File: config.mk
export PLATFORM = sky130hd
export DESIGN_NAME = npt_sq_unit
export DESIGN_NICKNAME = d
export VERILOG_FILES = /design/src/hw/rtl/npt_pkg.sv /design/src/hw/rtl/npt_sq_unit.sv
export SDC_FILE = /design/constraint.sdc
export NUM_CORES = 2
export LEC_CHECK = 0
export ABC_CLOCK_PERIOD_IN_PS = 6980
export BUFFER_PORTS_ARGS = -buffer_cell sky130_fd_sc_hd__buf_2
export CORE_ASPECT_RATIO = 1.75
export CORE_MARGIN = 5
export CORE_UTILIZATION = 55
export DETAILED_ROUTE_END_ITERATION = 8
export PLACE_DENSITY = 0.79
export REMOVE_ABC_BUFFERS = 1
export SYNTH_ARGS = -nofsm -noshare
export SYNTH_HDL_FRONTEND = slang
export SYNTH_SLANG_ARGS = --single-unit
File: constraint.sdc
create_clock -name clk -period 6.98 [get_ports clk]
set_clock_uncertainty 0.15 [all_clocks]
set_input_delay 1.396 -clock clk [delete_from_list [all_inputs] [get_ports clk]]
set_output_delay 1.396 -clock clk [all_outputs]
set_load 0.03 [all_outputs]
File: src/hw/rtl/npt_pkg.sv
// Package for the nearest point table: payload structs, slot layout, codes.
// Used by every module of the block; depends on nothing.
`timescale 1ns / 1ps
`default_nettype none
package npt_pkg;

  localparam int MAX_NODES_DEF = 256;
  localparam int COORD_BITS    = 24;
  localparam int ID_BITS       = 32;
  localparam int PROD_W        = 2 * COORD_BITS;
  localparam int DIST_W        = 2 * COORD_BITS + 2;

  localparam logic [2:0] FN_INSERT = 3'd0;
  localparam logic [2:0] FN_REMOVE = 3'd1;
  localparam logic [2:0] FN_QUERY  = 3'd2;
  localparam logic [2:0] FN_CLEAR  = 3'd3;
  localparam logic [2:0] FN_MEMBER = 3'd4;

  localparam logic [1:0] STS_OK     = 2'd0;
  localparam logic [1:0] STS_DUP    = 2'd1;
  localparam logic [1:0] STS_FULL   = 2'd2;
  localparam logic [1:0] STS_ABSENT = 2'd3;

  typedef struct packed {
    logic [2:0]                    func;
    logic [ID_BITS-1:0]            node_id;
    logic signed [COORD_BITS-1:0]  pos_x;
    logic signed [COORD_BITS-1:0]  pos_y;
    logic signed [COORD_BITS-1:0]  pos_z;
  } in_item_t;

  typedef struct packed {
    logic [1:0]         status;
    logic [ID_BITS-1:0] found_id;
  } out_item_t;

  typedef struct packed {
    logic                   valid;
    logic [ID_BITS-1:0]     ident;
    logic [COORD_BITS-1:0]  pz;
    logic [COORD_BITS-1:0]  py;
    logic [COORD_BITS-1:0]  px;
  } slot_t;

  typedef enum logic [1:0] {
    AX_X,
    AX_Y,
    AX_Z
  } axis_t;

  typedef struct packed {
    logic  load;
    axis_t axis;
    logic  clr;
    logic  add;
  } sq_ctl_t;

  typedef enum logic [3:0] {
    ST_INIT,
    ST_IDLE,
    ST_FIND,
    ST_FIN,
    ST_CLR,
    ST_QX,
    ST_QY,
    ST_QZ,
    ST_QS,
    ST_QA,
    ST_QEND,
    ST_DONE
  } state_t;

endpackage
`default_nettype wire

File: src/hw/rtl/npt_sq_unit.sv
// Shared squared-distance unit: one axis difference, one squarer, accumulator.
// Depends on npt_pkg for slot layout, payload and control struct.
`timescale 1ns / 1ps
`default_nettype none
module npt_sq_unit (
  input  wire logic                      clk,
  input  wire npt_pkg::sq_ctl_t          ctl,
  input  wire npt_pkg::slot_t            slot,
  input  wire npt_pkg::in_item_t         qry,
  output logic [npt_pkg::DIST_W-1:0]     sq_dist
);
  import npt_pkg::*;

  logic signed [COORD_BITS:0] slot_c;
  logic signed [COORD_BITS:0] qry_c;
  logic signed [COORD_BITS:0] diff;
  logic [COORD_BITS:0]        neg;
  logic [COORD_BITS-1:0]      mag_nxt;
  logic [COORD_BITS-1:0]      mag_r;
  logic [PROD_W-1:0]          prod_r;
  logic [DIST_W-1:0]          acc_r;

  always_comb begin
    case (ctl.axis)
      AX_X: begin
        slot_c = {slot.px[COORD_BITS-1], slot.px};
        qry_c  = {qry.pos_x[COORD_BITS-1], qry.pos_x};
      end
      AX_Y: begin
        slot_c = {slot.py[COORD_BITS-1], slot.py};
        qry_c  = {qry.pos_y[COORD_BITS-1], qry.pos_y};
      end
      AX_Z: begin
        slot_c = {slot.pz[COORD_BITS-1], slot.pz};
        qry_c  = {qry.pos_z[COORD_BITS-1], qry.pos_z};
      end
      default: begin
        slot_c = '0;
        qry_c  = '0;
      end
    endcase
  end

  assign diff    = slot_c - qry_c;
  assign neg     = -diff;
  assign mag_nxt = diff[COORD_BITS] ? neg[COORD_BITS-1:0] : diff[COORD_BITS-1:0];

  always_ff @(posedge clk) begin
    if (ctl.load) begin
      mag_r <= mag_nxt;
    end
    prod_r <= mag_r * mag_r;
    if (ctl.clr) begin
      acc_r <= '0;
    end else if (ctl.add) begin
      acc_r <= acc_r + DIST_W'(prod_r);
    end
  end

  // last square joins the sum on the compare cycle
  assign sq_dist = acc_r + DIST_W'(prod_r);

endmodule
`default_nettype wire

# Yosys cells after proc, flatten, opt, wreduce, memory -nomap -nowiden
# Index checks and enable logic that the tools add are counted.
[totals] register_bits=122 out_inout_bits=50 wordCells=13
[op_classes] add_sub_neg=3 mul=1 eq_ne=2 n_mux=3 reduce_logical=1
[op_table] cell="$pmux W25 S3" count=2
[op_table] cell="$add A50 B48 Y50" count=1
[op_table] cell="$mul A24 B24 Y48" count=1
[op_table] cell="$sub A25 B25 Y25" count=1
[op_table] cell="$mux W24" count=1
[op_table] cell="$neg A24 Y24" count=1
[op_table] cell="$eq A2 B1 Y1 const B" count=1
[op_table] cell="$eq A2 B2 Y1 const B" count=1
[op_table] cell="$logic_not A2 Y1" count=1

# Logic depth before layout (Yosys ltp)
[depth] ltp_word=5 ltp_mapped=28

# Worst setup path after synthesis
# OpenSTA, ideal clock, no wires.
[synth_path] path_type="register to register" start="reg mag_r[17]" end="reg prod_r[43]" setup_ns=0.072 arrival_time_ns=7.069 required_ns=6.758 path_slack_ns=-0.311 path_stages_with_launch=28 n_path_buf=3 synth_period_minus_slack_ns=7.291 path_cell_list="edfxtp_1 > clkbuf_1 > clkbuf_1 > nand2_1 > fa_1 > inv_1 > fa_1 > fa_1 > inv_1 > fa_1 > inv_1 > fa_1 > fa_1 > inv_1 > fa_1 > inv_1 > ha_1 > clkbuf_1 > a21o_1 > a21o_1 > a21o_1 > a21o_1 > a31oi_1 > o211a_1 > a21oi_1 > or4b_1 > a31oi_1 > xnor2_1"
[synth_via] elab_chain_cells=1
[synth_rtl] item="from (decl)" line="npt_sq_unit.sv:19" text="logic [COORD_BITS-1:0] mag_r;"
[synth_rtl] item="from (signal assigned)" line="npt_sq_unit.sv:50" text="mag_r <= mag_nxt;"
[synth_rtl] item="$mul A24 B24 Y48" line="npt_sq_unit.sv:52" text="prod_r <= mag_r * mag_r;"
[synth_rtl] item="to (signal assigned)" line="npt_sq_unit.sv:52"
[synth_rtl] item="to (decl)" line="npt_sq_unit.sv:20" text="logic [PROD_W-1:0] prod_r;"
# No other way between the ends.
# A chain may end at the register's enable or synchronous reset.

# Worst setup path in the final report
[layout_path] start="reg mag_r[15]" end="reg prod_r[43]"
# Same word-level chain as after synthesis.

==> out/metrics.csv <==
metric,value,unit
outcome,"finished, violations left",
violations,setup timing,
gr-max-usage-layer,met2,
drc_errors,0,
yosysTopAreaCellShare,33.4,%
yosysTopAreaCell,fa_1,
yosysWarnings,0,
globalplace.congestion,0.920,
drtIter0Drc,1173,
final_cell_mix,"inv_1, fa_1, ha_1, nand2_1, buf_4",
core-area,0.0458,mm2
die_width,172,um
finalHoldViolations,0,
num_vias,21300,
ys_async_sr_fraction,0,%
drv_slew,0,
insertion_delay,0.46,ns
die_h,294,um
cts_buffers,17,
yosysSeqAreaShare,10.5,%
clkSlewWorstSetupHoldPaths,0.07,ns
drive_gt1_share,19.9,%
synthTopCellsByArea,"fa_1, ha_1, inv_1",
antenna_found_initial,0,
fillerInstances,3445,
slew_headroom,32.6,%
fin_area,0.0300,mm2
nets,4148,
hpwl,54500,um
grt_pass1_vias,23700,
worst_pin_slew,0.986,ns
rsz0062_at_grt,yes,
antenna_cells,0,
first_pass_iters,5,
gr-total-overflow,0,
post_drt_wl_per_cell,17.5,um
clockRootBuffer,clkbuf_16,
dp.cells,3774,
grt_pass1_wl,109000,um
avgSynthCellArea,8.76,um2
rows,104,
cts_max_level,4,
area_growth,18.3,%
multi_input_area,0.0205,mm2
met2_usage,51.6,%
startpoint_type,flip-flop,
ys.flop_type,dfxtp_1,
worst_slack,-0.0881,ns
ctsHoldBuffers,0,
synth_cell_types,86,
timing.fmax,0.141,GHz
cp.arrival,7.30,ns
wl,67500,um
routed_via_density,5.53,
worst-path-max-fanout,7,
path_class,reg -> reg,
io_pins,268,
met3_usage,2.94,%
clock_path_buffers,2,
die_area,0.0506,mm2
start_util,55.3,%
grt_use_met1,27.4,%
grt_max_degree,50,
portBuffers,199,
period_share,101,%
pre_cts_ws,-0.445,ns
final_common_cell,inv_1,
drv_cap,0,
critPathCaptureType,flip-flop,
cts_tree,yes,
setup_viol,2,
syn_area,0.0253,mm2
fin_crit,7.07,ns
hp-class,reg -> reg,
stdcell_count,3852,
worstPathRequired,7.21,ns
antenna_left,0,
ys_ff_latch,121,
numClockSinks,121,
rr_worst_depth,27,
netlist_instances,2893,
seqCellArea,0.00266,mm2
holdPathStages,2,
placed_cell_area,0.0282,mm2
synth-edff-count,24,
grt_use_total,26.7,%
-- logic make-up after synthesis --
kind of cell	count (synthesis)	share of synthesized area [%]
flip-flops	121	10.5
buffers and inverters	741	11.0
AND/OR/NAND/NOR	672	12.7
multiplexers	89	3.53
XOR/XNOR	128	4.42
AO/OA/AOI/OAI	468	12.0
adder cells (fa/ha/maj)	674	45.8
-- metrics by stage --
| stage | TNS, ns | util, % | hold WS (ns) |
|---|---|---|---|
| after global placement | -2.73 | 61.6 | 0.306 |
| after detailed placement | -4.30 | 61.6 | 0.314 |
| final | -0.118 | 65.4 | 0.325 |
| after CTS | -0.0171 | 64.2 | 0.323 |
| after floorplan | -0.172 | - | 0.293 |
| after global routing | -1.60 | 65.4 | 0.349 |
-- path summary, 6_finish.rpt --
path / from / end / slack [ns]
max: mag_r[15] / prod_r[43] / -0.09
min: acc_r[40] / acc_r[40] / 0.33
max reg2reg: mag_r[15] / prod_r[43] / -0.09
min reg2reg: acc_r[40] / acc_r[40] / 0.33
-- state kept, by name, summed over array words and instances, names as in the netlist --
| register | flops |
|---|---|
| acc_r | 50 |
| mag_r | 24 |
| prod_r | 47 |
-- routing by layer --
layer	part of all wire [%]	wire length, um
met5	0	0
met4	6.0	4060
met3	4.8	3220
met2	55	37000
met1	34	23200
-- synth_stat cells, drive strengths merged, types with 27 or more instances --
library cell  count
inv             635
fa              423
ha              251
nand2           249
a21oi           154
nor2            141
and2            130
dfxtp            97
clkbuf           91
o21ai            88
mux2i            87
xnor2            87
a21o             61
xor2             41
a31oi            28
nand3            27
-- repair_timing --
action / CTS / global route
endpoints found under the setup margin: 17 / 18
gates resized for setup: 95 / 132
gates cloned: 0 / 1
buffers inserted: 35 / 16
pin swaps: 56 / 70
-- worst max-delay path, stage by stage (launching register included) --
cell      delay [ns]
edfxtp_1        0.45
buf_6           0.18
nand2_1         0.11
inv_1           0.06
fa_1            0.50
inv_1           0.09
fa_1            0.52
inv_1           0.07
fa_1            0.51
inv_1           0.07
fa_1            0.50
inv_1           0.06
fa_2            0.46
fa_1            0.48
inv_1           0.05
fa_1            0.37
inv_1           0.12
ha_4            0.21
a21o_1          0.17
a21o_1          0.17
a21o_1          0.18
a21o_1          0.21
a31oi_4         0.17
o211a_1         0.20
a21oi_2         0.09
or4b_4          0.54
a31oi_4         0.18
xnor2_1         0.12
-- area by class of cell --
type	count	area share [%]
flip-flops and latches	121	8.88
well taps	583	2.43
multi-input cells	2031	68.5
repair buffers	449	10.3
clock buffers	18	1.43
inverters	636	7.96
clock inverters	14	0.451
Power is not shown: default switching activity piles up to over one toggle a cycle in this logic, so the estimate is an artifact.
