==> config.mk <==
export PLATFORM = sky130hd
export DESIGN_NAME = npt_seq
export DESIGN_NICKNAME = d
export VERILOG_FILES = /design/src/hw/rtl/npt_pkg.sv /design/src/hw/rtl/npt_seq.sv
export SDC_FILE = /design/constraint.sdc
export NUM_CORES = 1
export LEC_CHECK = 0
export ABC_AREA = 0
export BUFFER_PORTS_ARGS = -buffer_cell sky130_fd_sc_hd__buf_2
export CORE_AREA = 10 10 202 204
export DETAILED_ROUTE_END_ITERATION = 10
export DIE_AREA = 0 0 212 214
export SLEW_MARGIN = 15
export SYNTH_ARGS = -nofsm -noshare
export SYNTH_HDL_FRONTEND = slang
export SYNTH_SLANG_ARGS = --single-unit
==> constraint.sdc <==
create_clock -name clk -period 4.4 [get_ports clk]
set_input_delay 0.22 -clock clk [delete_from_list [all_inputs] [get_ports clk]]
set_output_delay 0.22 -clock clk [all_outputs]
set_load 0.05 [all_outputs]
==> src/hw/rtl/npt_pkg.sv <==
// Package for the nearest point table: payload structs, slot layout, codes.
// Used by every module of the block; depends on nothing.
`timescale 1ns / 1ps
`default_nettype none
package npt_pkg;

  localparam int MAX_NODES_DEF = 256;
  localparam int COORD_BITS    = 24;
  localparam int ID_BITS       = 32;
  localparam int PROD_W        = 2 * COORD_BITS;
  localparam int DIST_W        = 2 * COORD_BITS + 2;

  localparam logic [2:0] FN_INSERT = 3'd0;
  localparam logic [2:0] FN_REMOVE = 3'd1;
  localparam logic [2:0] FN_QUERY  = 3'd2;
  localparam logic [2:0] FN_CLEAR  = 3'd3;
  localparam logic [2:0] FN_MEMBER = 3'd4;

  localparam logic [1:0] STS_OK     = 2'd0;
  localparam logic [1:0] STS_DUP    = 2'd1;
  localparam logic [1:0] STS_FULL   = 2'd2;
  localparam logic [1:0] STS_ABSENT = 2'd3;

  typedef struct packed {
    logic [2:0]                    func;
    logic [ID_BITS-1:0]            node_id;
    logic signed [COORD_BITS-1:0]  pos_x;
    logic signed [COORD_BITS-1:0]  pos_y;
    logic signed [COORD_BITS-1:0]  pos_z;
  } in_item_t;

  typedef struct packed {
    logic [1:0]         status;
    logic [ID_BITS-1:0] found_id;
  } out_item_t;

  typedef struct packed {
    logic                   valid;
    logic [ID_BITS-1:0]     ident;
    logic [COORD_BITS-1:0]  pz;
    logic [COORD_BITS-1:0]  py;
    logic [COORD_BITS-1:0]  px;
  } slot_t;

  typedef enum logic [1:0] {
    AX_X,
    AX_Y,
    AX_Z
  } axis_t;

  typedef struct packed {
    logic  load;
    axis_t axis;
    logic  clr;
    logic  add;
  } sq_ctl_t;

  typedef enum logic [3:0] {
    ST_INIT,
    ST_IDLE,
    ST_FIND,
    ST_FIN,
    ST_CLR,
    ST_QX,
    ST_QY,
    ST_QZ,
    ST_QS,
    ST_QA,
    ST_QEND,
    ST_DONE
  } state_t;

endpackage
`default_nettype wire

==> src/hw/rtl/npt_seq.sv <==
// Sequencer of the nearest point table: slot scans, sweeps, result register.
// Depends on npt_pkg; drives npt_store and npt_sq_unit.
`timescale 1ns / 1ps
`default_nettype none
module npt_seq #(
  parameter int MAX_NODES = npt_pkg::MAX_NODES_DEF,
  parameter int IDX_W     = $clog2(MAX_NODES)
) (
  input  wire logic                  clk,
  input  wire logic                  rst_n,
  input  wire logic                  in_valid,
  output logic                       in_stall,
  input  wire npt_pkg::in_item_t     in_data,
  output logic                       out_valid,
  input  wire logic                  out_stall,
  output npt_pkg::out_item_t         out_data,
  output logic                       wr_en,
  output logic [IDX_W-1:0]           wr_addr,
  output npt_pkg::slot_t             wr_data,
  output logic [IDX_W-1:0]           rd_addr,
  input  wire npt_pkg::slot_t        rd_data,
  output npt_pkg::sq_ctl_t           sq_ctl,
  output npt_pkg::in_item_t          qry,
  input  wire logic [npt_pkg::DIST_W-1:0] sq_dist
);
  import npt_pkg::*;

  localparam logic [IDX_W-1:0] LAST = IDX_W'(MAX_NODES - 1);

  state_t             state_r, state_nxt;
  logic [IDX_W-1:0]   idx_r, idx_nxt;
  in_item_t           cmd_r;
  logic               hit_r, free_r, have_r;
  logic [IDX_W-1:0]   hit_idx_r, free_idx_r;
  logic [DIST_W-1:0]  best_r;
  logic [ID_BITS-1:0] best_id_r;
  out_item_t          res_r, out_r;
  logic               out_valid_r;
  logic               accept, is_last, slot_hit, out_load;

  assign accept   = in_valid && !in_stall;
  assign is_last  = (idx_r == LAST);
  assign slot_hit = rd_data.valid && (rd_data.ident == cmd_r.node_id);
  assign out_load = (state_r == ST_DONE) && (!out_valid_r || !out_stall);
  assign rd_addr  = idx_nxt;
  assign qry      = cmd_r;

  // next state
  always_comb begin
    state_nxt = state_r;
    idx_nxt   = idx_r;
    case (state_r)
      ST_INIT: begin
        idx_nxt = IDX_W'(idx_r + 1'b1);
        if (is_last) begin
          state_nxt = ST_IDLE;
        end
      end
      ST_IDLE: begin
        if (in_valid) begin
          idx_nxt = '0;
          case (in_data.func)
            FN_INSERT, FN_REMOVE, FN_MEMBER: state_nxt = ST_FIND;
            FN_QUERY:                        state_nxt = ST_QX;
            FN_CLEAR:                        state_nxt = ST_CLR;
            default:                         state_nxt = ST_DONE;
          endcase
        end
      end
      ST_FIND: begin
        idx_nxt = IDX_W'(idx_r + 1'b1);
        if (is_last) begin
          state_nxt = ST_FIN;
        end
      end
      ST_FIN:  state_nxt = ST_DONE;
      ST_CLR: begin
        idx_nxt = IDX_W'(idx_r + 1'b1);
        if (is_last) begin
          state_nxt = ST_DONE;
        end
      end
      ST_QX: begin
        if (rd_data.valid) begin
          state_nxt = ST_QY;
        end else if (is_last) begin
          state_nxt = ST_QEND;
        end else begin
          idx_nxt = IDX_W'(idx_r + 1'b1);
        end
      end
      ST_QY:   state_nxt = ST_QZ;
      ST_QZ:   state_nxt = ST_QS;
      ST_QS:   state_nxt = ST_QA;
      ST_QA: begin
        if (is_last) begin
          state_nxt = ST_QEND;
        end else begin
          idx_nxt   = IDX_W'(idx_r + 1'b1);
          state_nxt = ST_QX;
        end
      end
      ST_QEND: state_nxt = ST_DONE;
      ST_DONE: begin
        if (out_load) begin
          state_nxt = ST_IDLE;
        end
      end
      default: state_nxt = ST_INIT;
    endcase
  end

  // outputs
  always_comb begin
    in_stall = (state_r != ST_IDLE);
    wr_en    = 1'b0;
    wr_addr  = idx_r;
    wr_data  = '{valid: 1'b0, ident: cmd_r.node_id, pz: cmd_r.pos_z,
                 py: cmd_r.pos_y, px: cmd_r.pos_x};
    sq_ctl   = '{load: 1'b0, axis: AX_X, clr: 1'b0, add: 1'b0};
    case (state_r)
      ST_INIT, ST_CLR: wr_en = 1'b1;
      ST_FIN: begin
        if (cmd_r.func == FN_INSERT) begin
          wr_en         = !hit_r && free_r;
          wr_addr       = free_idx_r;
          wr_data.valid = 1'b1;
        end else if (cmd_r.func == FN_REMOVE) begin
          wr_en   = hit_r;
          wr_addr = hit_idx_r;
        end
      end
      ST_QX: sq_ctl = '{load: 1'b1, axis: AX_X, clr: 1'b1, add: 1'b0};
      ST_QY: sq_ctl = '{load: 1'b1, axis: AX_Y, clr: 1'b0, add: 1'b0};
      ST_QZ: sq_ctl = '{load: 1'b1, axis: AX_Z, clr: 1'b0, add: 1'b1};
      ST_QS: sq_ctl = '{load: 1'b0, axis: AX_Z, clr: 1'b0, add: 1'b1};
      default: ;
    endcase
  end

  always_ff @(posedge clk) begin
    if (!rst_n) begin
      state_r     <= ST_INIT;
      idx_r       <= '0;
      out_valid_r <= 1'b0;
      hit_r       <= 1'b0;
      free_r      <= 1'b0;
      have_r      <= 1'b0;
    end else begin
      state_r <= state_nxt;
      idx_r   <= idx_nxt;
      if (out_load) begin
        out_valid_r <= 1'b1;
      end else if (!out_stall) begin
        out_valid_r <= 1'b0;
      end
      if (accept) begin
        hit_r  <= 1'b0;
        free_r <= 1'b0;
        have_r <= 1'b0;
      end else if (state_r == ST_FIND) begin
        if (slot_hit && !hit_r) begin
          hit_r <= 1'b1;
        end
        if (!rd_data.valid && !free_r) begin
          free_r <= 1'b1;
        end
      end else if (state_r == ST_QA) begin
        if (!have_r || sq_dist < best_r) begin
          have_r <= 1'b1;
        end
      end
    end
  end

  always_ff @(posedge clk) begin
    if (accept) begin
      cmd_r <= in_data;
      res_r <= '0;
    end
    if (state_r == ST_FIND) begin
      if (slot_hit && !hit_r) begin
        hit_idx_r <= idx_r;
      end
      if (!rd_data.valid && !free_r) begin
        free_idx_r <= idx_r;
      end
    end
    if (state_r == ST_QA && (!have_r || sq_dist < best_r)) begin
      best_r    <= sq_dist;
      best_id_r <= rd_data.ident;
    end
    if (state_r == ST_FIN) begin
      case (cmd_r.func)
        FN_INSERT: res_r.status <= hit_r ? STS_DUP : (free_r ? STS_OK : STS_FULL);
        FN_MEMBER: res_r.status <= hit_r ? STS_OK : STS_ABSENT;
        default:   res_r.status <= STS_OK;
      endcase
    end
    if (state_r == ST_QEND) begin
      res_r.status   <= have_r ? STS_OK : STS_ABSENT;
      res_r.found_id <= have_r ? best_id_r : '0;
    end
    if (out_load) begin
      out_r <= res_r;
    end
  end

  assign out_valid = out_valid_r;
  assign out_data  = out_r;

  a_wr_only_sweep_or_fin: assert property (@(posedge clk) disable iff (!rst_n)
    wr_en |-> (state_r == ST_INIT || state_r == ST_CLR || state_r == ST_FIN))
    else $error("slot write outside sweep or finish");

  a_dup_no_write: assert property (@(posedge clk) disable iff (!rst_n)
    (state_r == ST_FIN && cmd_r.func == FN_INSERT && hit_r) |-> !wr_en)
    else $error("insert of a present id wrote the table");

  a_first_slot_taken: assert property (@(posedge clk) disable iff (!rst_n)
    (state_r == ST_QA && !have_r) |=> have_r)
    else $error("first valid slot of a query not taken as best");

  a_query_status: assert property (@(posedge clk) disable iff (!rst_n)
    (state_r == ST_QEND) |=> ((res_r.status == STS_ABSENT) == !$past(have_r)))
    else $error("query status disagrees with scan result");

endmodule
`default_nettype wire

# Word level (Yosys, flattened, before mapping)
# Cells that the tools add are included.
[op_classes]
n_eq_ne = 27
add_sub_neg = 1
order_cmp = 1
bitwise = 2
reduce_logical = 30
mux = 34
[op_table]
columns = ["cell", "count"]
rows = [
  ["34-bit 2-to-1 mux", 2],
  ["50-bit less-than comparator", 1],
  ["8-bit 2-to-1 mux", 6],
  ["4-bit case mux with 11 select lines", 1],
  ["32-bit equality test", 1],
  ["32-bit 2-to-1 mux", 1],
  ["4-bit 2-to-1 mux", 8],
  ["8-bit case mux with 4 select lines", 1],
  ["5-bit case mux with 4 select lines", 1],
  ["4-bit by 3-bit equality test with 1-bit output (second input constant)", 4],
  ["4-bit equality test (second input constant)", 4],
  ["4-bit case mux with 3 select lines", 1],
  ["2-bit 2-to-1 mux", 5],
  ["2-bit inequality test (second input constant)", 5],
  ["8-bit by 1-bit adder with 8-bit output (second input constant)", 1],
  ["4-bit by 2-bit equality test with 1-bit output (second input constant)", 2],
  ["8-bit equality test (second input constant)", 1],
  ["1-bit logical AND", 7],
  ["1-bit logical NOT", 7],
  ["3-bit by 1-bit equality test with 1-bit output (second input constant)", 2],
  ["3-bit by 2-bit equality test with 1-bit output (second input constant)", 2],
  ["3-bit equality test (second input constant)", 2],
  ["3-bit logical NOT", 2],
  ["1-bit 2-to-1 mux", 6],
  ["16 further kinds", 22],
]
[word_totals]
ff_bits = 289
inputBits = 266
output_inout_bits = 270

# Longest topological paths before layout
[logic_depth]
word_depth = 6
mapped_depth = 8
depth_no_buf = 8

# Worst setup path before layout
# OpenSTA, ideal clock, no wires.
[synth_timing]
kind = "register to register"
from = "register best_r[1]"
to = "register best_id_r[0] (enable)"
path_slack_ns = 0.525
period_less_slack_ns = 3.875
setup_time_ns = 0.451
t_required_ns = 3.949
path_stages_with_launch = 9
n_path_buf = 0
t_arrival_ns = 3.424
path_cell_list = "edfxtp_1 > inv_1 > ha_1 > o211ai_1 > nor2_1 > a2111oi_0 > o21ai_0 > a21oi_1 > o311a_1"
[synth_via]
elab_chain_cells = 3
[synth_lines]
columns = ["element", "line", "source"]
rows = [
  ["from (decl)", "npt_seq.sv:35", "logic [DIST_W-1:0] best_r;"],
  ["from (signal assigned)", "npt_seq.sv:190", "best_r <= sq_dist;"],
  ["50-bit less-than comparator", "npt_seq.sv:189", "if (state_r == ST_QA && (!have_r || sq_dist < best_r)) begin"],
  ["1-bit logical OR", "npt_seq.sv:189", ""],
  ["1-bit logical AND", "npt_seq.sv:189", ""],
  ["to (signal assigned)", "npt_seq.sv:191", "best_id_r <= rd_data.ident;"],
  ["to (decl)", "npt_seq.sv:36", "logic [ID_BITS-1:0] best_id_r;"],
]
# Every way passes these cells.
# A chain may end at the register's enable or synchronous reset.

# Worst setup path after layout
[layout_timing]
from = "register best_r[1]"
to = "register best_id_r[13] (enable)"
# Same word-level chain as after synthesis.

==> out/metrics.cfg <==
[status]
status = finished clean

[critical_path]
path_max_fanout = 50
crit_arrival_ps = 3310
cp_cell_sequence = inv_1 -> ha_1 -> o211ai_1 -> nor2_1 -> a2111oi_0 -> o21ai_0 -> a21oi_1 -> o311a_4 -> buf_12
worstPathRequired_ps = 4590
critPathMaxStageDelay_ps = 540
r2r_setup_slack_ps = 1290
r2r-start = best_r[1]$_DFFE_PP_
start_kind = register
worst_path_max_delay_cell = o311a_4
r2r-end = best_id_r[13]$_DFFE_PP_
end_kind = register
setup.worst_path.class = register to register
rr_worst_depth = 9

[timing]
tightestPinTransition_ps = 932
finalClockSkew_ps = 22.1
grt_setup_unrepaired = false
min_period_ps = 3110
final_hold_viol_count = 0
relSlewSlack_pct = 37.9
final_max_slew_viol_count = 0
fin_setup_tns_ps = 0
finalCritPeriodShare_pct = 70.8
finalSetupViolCount = 0
max_freq_ghz = 0.321

[routing]
drcViolationCount = 0
wl_met2_um = 19300
drtIter0Drc = 441
drt-met1-wl_um = 14900
post_drt_via_cell_ratio = 4.52
wl_um = 38500
ant_nets = 0
drt-pass1-iter-count = 5
wl_met3_um = 2870
vias = 8603
top_layer_used = met5
wl_per_cell_um = 20.2

[worst_hold_path]
min_to = out_valid$_SDFFE_PN0P_
min_path_type = input port to register
min_from = out_stall
hold_path_depth = 3

[global_route]
grt_pass1_vias = 9482
antenna_found_initial = 5
grt_max_degree = 51
grt_pass1_wl_um = 57400
overflow = 0
grtUsageTotal_pct = 16.6

[floorplanning]
dieArea_um2 = 45400
coreArea_um2 = 37000
initial_utilization_pct = 32.9
boundaryPins = 536
die_x_um = 212
die_y_um = 214
num_rows = 71

[yosys]
ys_seq_area_share_pct = 69.8
synthArstFlopShare_pct = 0
synth_warnings = 0
synth-main-ff-cell = edfxtp_1
synthesis.nets = 1141
synth-edff-count = 273
avgSynthCellArea_um2 = 14.8
syn_inst = 825
synth_cell_types = 61
syn_area_um2 = 12200
synth_seq_cells = 289

[layout]
fill_cells = 3243
syn_to_final_growth_pct = 42.0
stdcell_count = 1904
layout-drive-gt1-share_pct = 37.4
layout.nets = 1718

[placement]
gp_congestion = 0.875
place_inst = 1650
io_buffer_count = 463
hpwl_um = 28500

[clock_network]
clk_latency_ps = 530
postCtsSetupBuffers = 0
htree_levels = 2
path_clk_slew_ps = 60
tritoncts = built
cts_resized = 0
clock_sinks = 289
numCtsBuffers = 35
root_buffer = clkbuf_16
clk_path_buf_depth = 3

[power]
internal_power_mw = 4.99
p_leak_nw = 7.28
switching_share_pct = 27.0
seqPwrFrac_pct = 46.4
vdd_drop_max_mv = 0.271
p_clk_share_pct = 39.2
comb_power_share_pct = 14.4
power_switching_mw = 1.85
power_density_nw_per_um2 = 395

[run]
max_cap_violations = 0

## metal layers
metal  global-route usage (%)  up-vias
met3                     4.98       88
li1                         -     4064
met2                     28.2      362
met1                     18.9     4083
met5                        0        -
met4                     6.93        6
## worst max path at each step
stage	start	slack [ps]	to	cells after the start
floorplan	best_r[1]$_DFFE_PP_	530	best_id_r[0]$_DFFE_PP_	8
CTS	best_r[1]$_DFFE_PP_	1310	best_id_r[13]$_DFFE_PP_	9
finish	best_r[1]$_DFFE_PP_	1290	best_id_r[13]$_DFFE_PP_	9
detailed placement	sq_dist[1]	1340	best_id_r[14]$_DFFE_PP_	9
global route	best_r[1]$_DFFE_PP_	1070	best_id_r[12]$_DFFE_PP_	9
global placement	best_r[1]$_DFFE_PP_	1390	best_id_r[14]$_DFFE_PP_	9
## final cells by class
| type | count | area, µm² | area share, % |
|---|---|---|---|
| Tap cell | 474 | 593 | 3.42 |
| Clock inverter | 18 | 143 | 0.823 |
| Sequential cell | 289 | 8520 | 49.2 |
| Clock buffer | 44 | 931 | 5.37 |
| Antenna cell | 3 | 7.51 | 0.0433 |
| Inverter | 53 | 201 | 1.16 |
| Timing Repair Buffer | 658 | 4280 | 24.7 |
| Multi-Input combinational cell | 365 | 2650 | 15.3 |
## cells in the mapped netlist, types with 3 or more instances
master / count / area share, %
nor3b_1: 3 / 0.18
o31ai_1: 3 / 0.18
o211a_1: 3 / 0.25
o21ai_0: 31 / 1.3
nor4_1: 7 / 0.36
nor2_1: 17 / 0.52
or4_1: 3 / 0.18
clkbuf_1: 7 / 0.22
a21o_1: 8 / 0.49
a21oi_1: 24 / 0.98
nand4_1: 8 / 0.41
nand2b_1: 5 / 0.26
and2_1: 40 / 2.1
nor2b_1: 8 / 0.41
mux2i_1: 8 / 0.66
a211oi_1: 4 / 0.25
nand3_1: 10 / 0.41
xnor2_1: 7 / 0.50
or2_1: 3 / 0.15
ha_1: 50 / 5.1
nand2_1: 46 / 1.4
dfxtp_1: 16 / 2.6
buf_4: 105 / 6.5
buf_2: 3 / 0.12
a221oi_1: 3 / 0.22
xor2_1: 26 / 1.9
inv_1: 53 / 1.6
nor3_1: 5 / 0.21
a21boi_0: 3 / 0.18
edfxtp_1: 273 / 67
and4_1: 5 / 0.36
## kinds of logic after synthesis
family,synth area share [%]
and+or+nand+nor,7.62
xor gates and xnor gates,2.37
adders and majority gates,5.13
DFF,69.8
muxes,0.656
AOI/OAI and AO/OA,5.76
buffers and inverters,8.65
## placed cells by master (no fill, tap or decap), types with 10 or more instances in the layout
cell type	count
edfxtp_1	273
dfxtp_1	16
xor2_1	26
o21ai_0	31
buf_2	463
ha_1	50
and2_1	40
a21oi_1	23
nand2_1	46
dlygate4sd3_1	189
nor2_1	17
nand3_1	10
clkbuf_16	36
inv_1	52
## power groups by stage
stage | registers, mW | logic [mW] | clock network [mW]
2_1_floorplan | 3.40 | 0.443 | 0
3_3_place_gp | 3.23 | 0.840 | 0
3_5_place_dp | 3.23 | 0.847 | 0
4_1_cts | 3.17 | 0.985 | 2.76
5_1_grt | 3.18 | 1.04 | 2.88
6_report | 3.17 | 0.982 | 2.68
## state kept, by name (all words and copies together), names as in the netlist
signal,count
hit_r,1
hit_idx_r,8
best_id_r,32
have_r,1
free_idx_r,8
out_valid,1
idx_r,8
best_r,50
state_r,4
res_r,34
free_r,1
qry,107
out_data,34
## critical path: cells and delay by family, from the launching register on
family | cells | cell delay, ps
compound gates | 5 | 1680
flops | 1 | 360
simple gates | 1 | 70
buf+inv | 2 | 430
fa+ha+maj | 1 | 240
## through the flow
stage	power, mW	utilization [%]	instance area [µm²]	worst slack [ps]	hold slack (ps)
4_1_cts	6.91	46.7	17300	1310	20.5
5_1_grt	7.10	46.8	17300	1070	64.5
2_1_floorplan	3.84	-	12200	525	319
3_3_place_gp	4.07	38.7	14400	1390	396
3_5_place_dp	4.07	38.7	14400	1340	398
6_report	6.84	46.8	17300	1290	37.2
## what timing repair did
item / in CTS / in global routing
endpoints found under the hold margin: 189 / 0
endpoints found under the setup margin: 0 / 0
hold buffers: 189 / 0
Power figures use the tool's default switching activity.
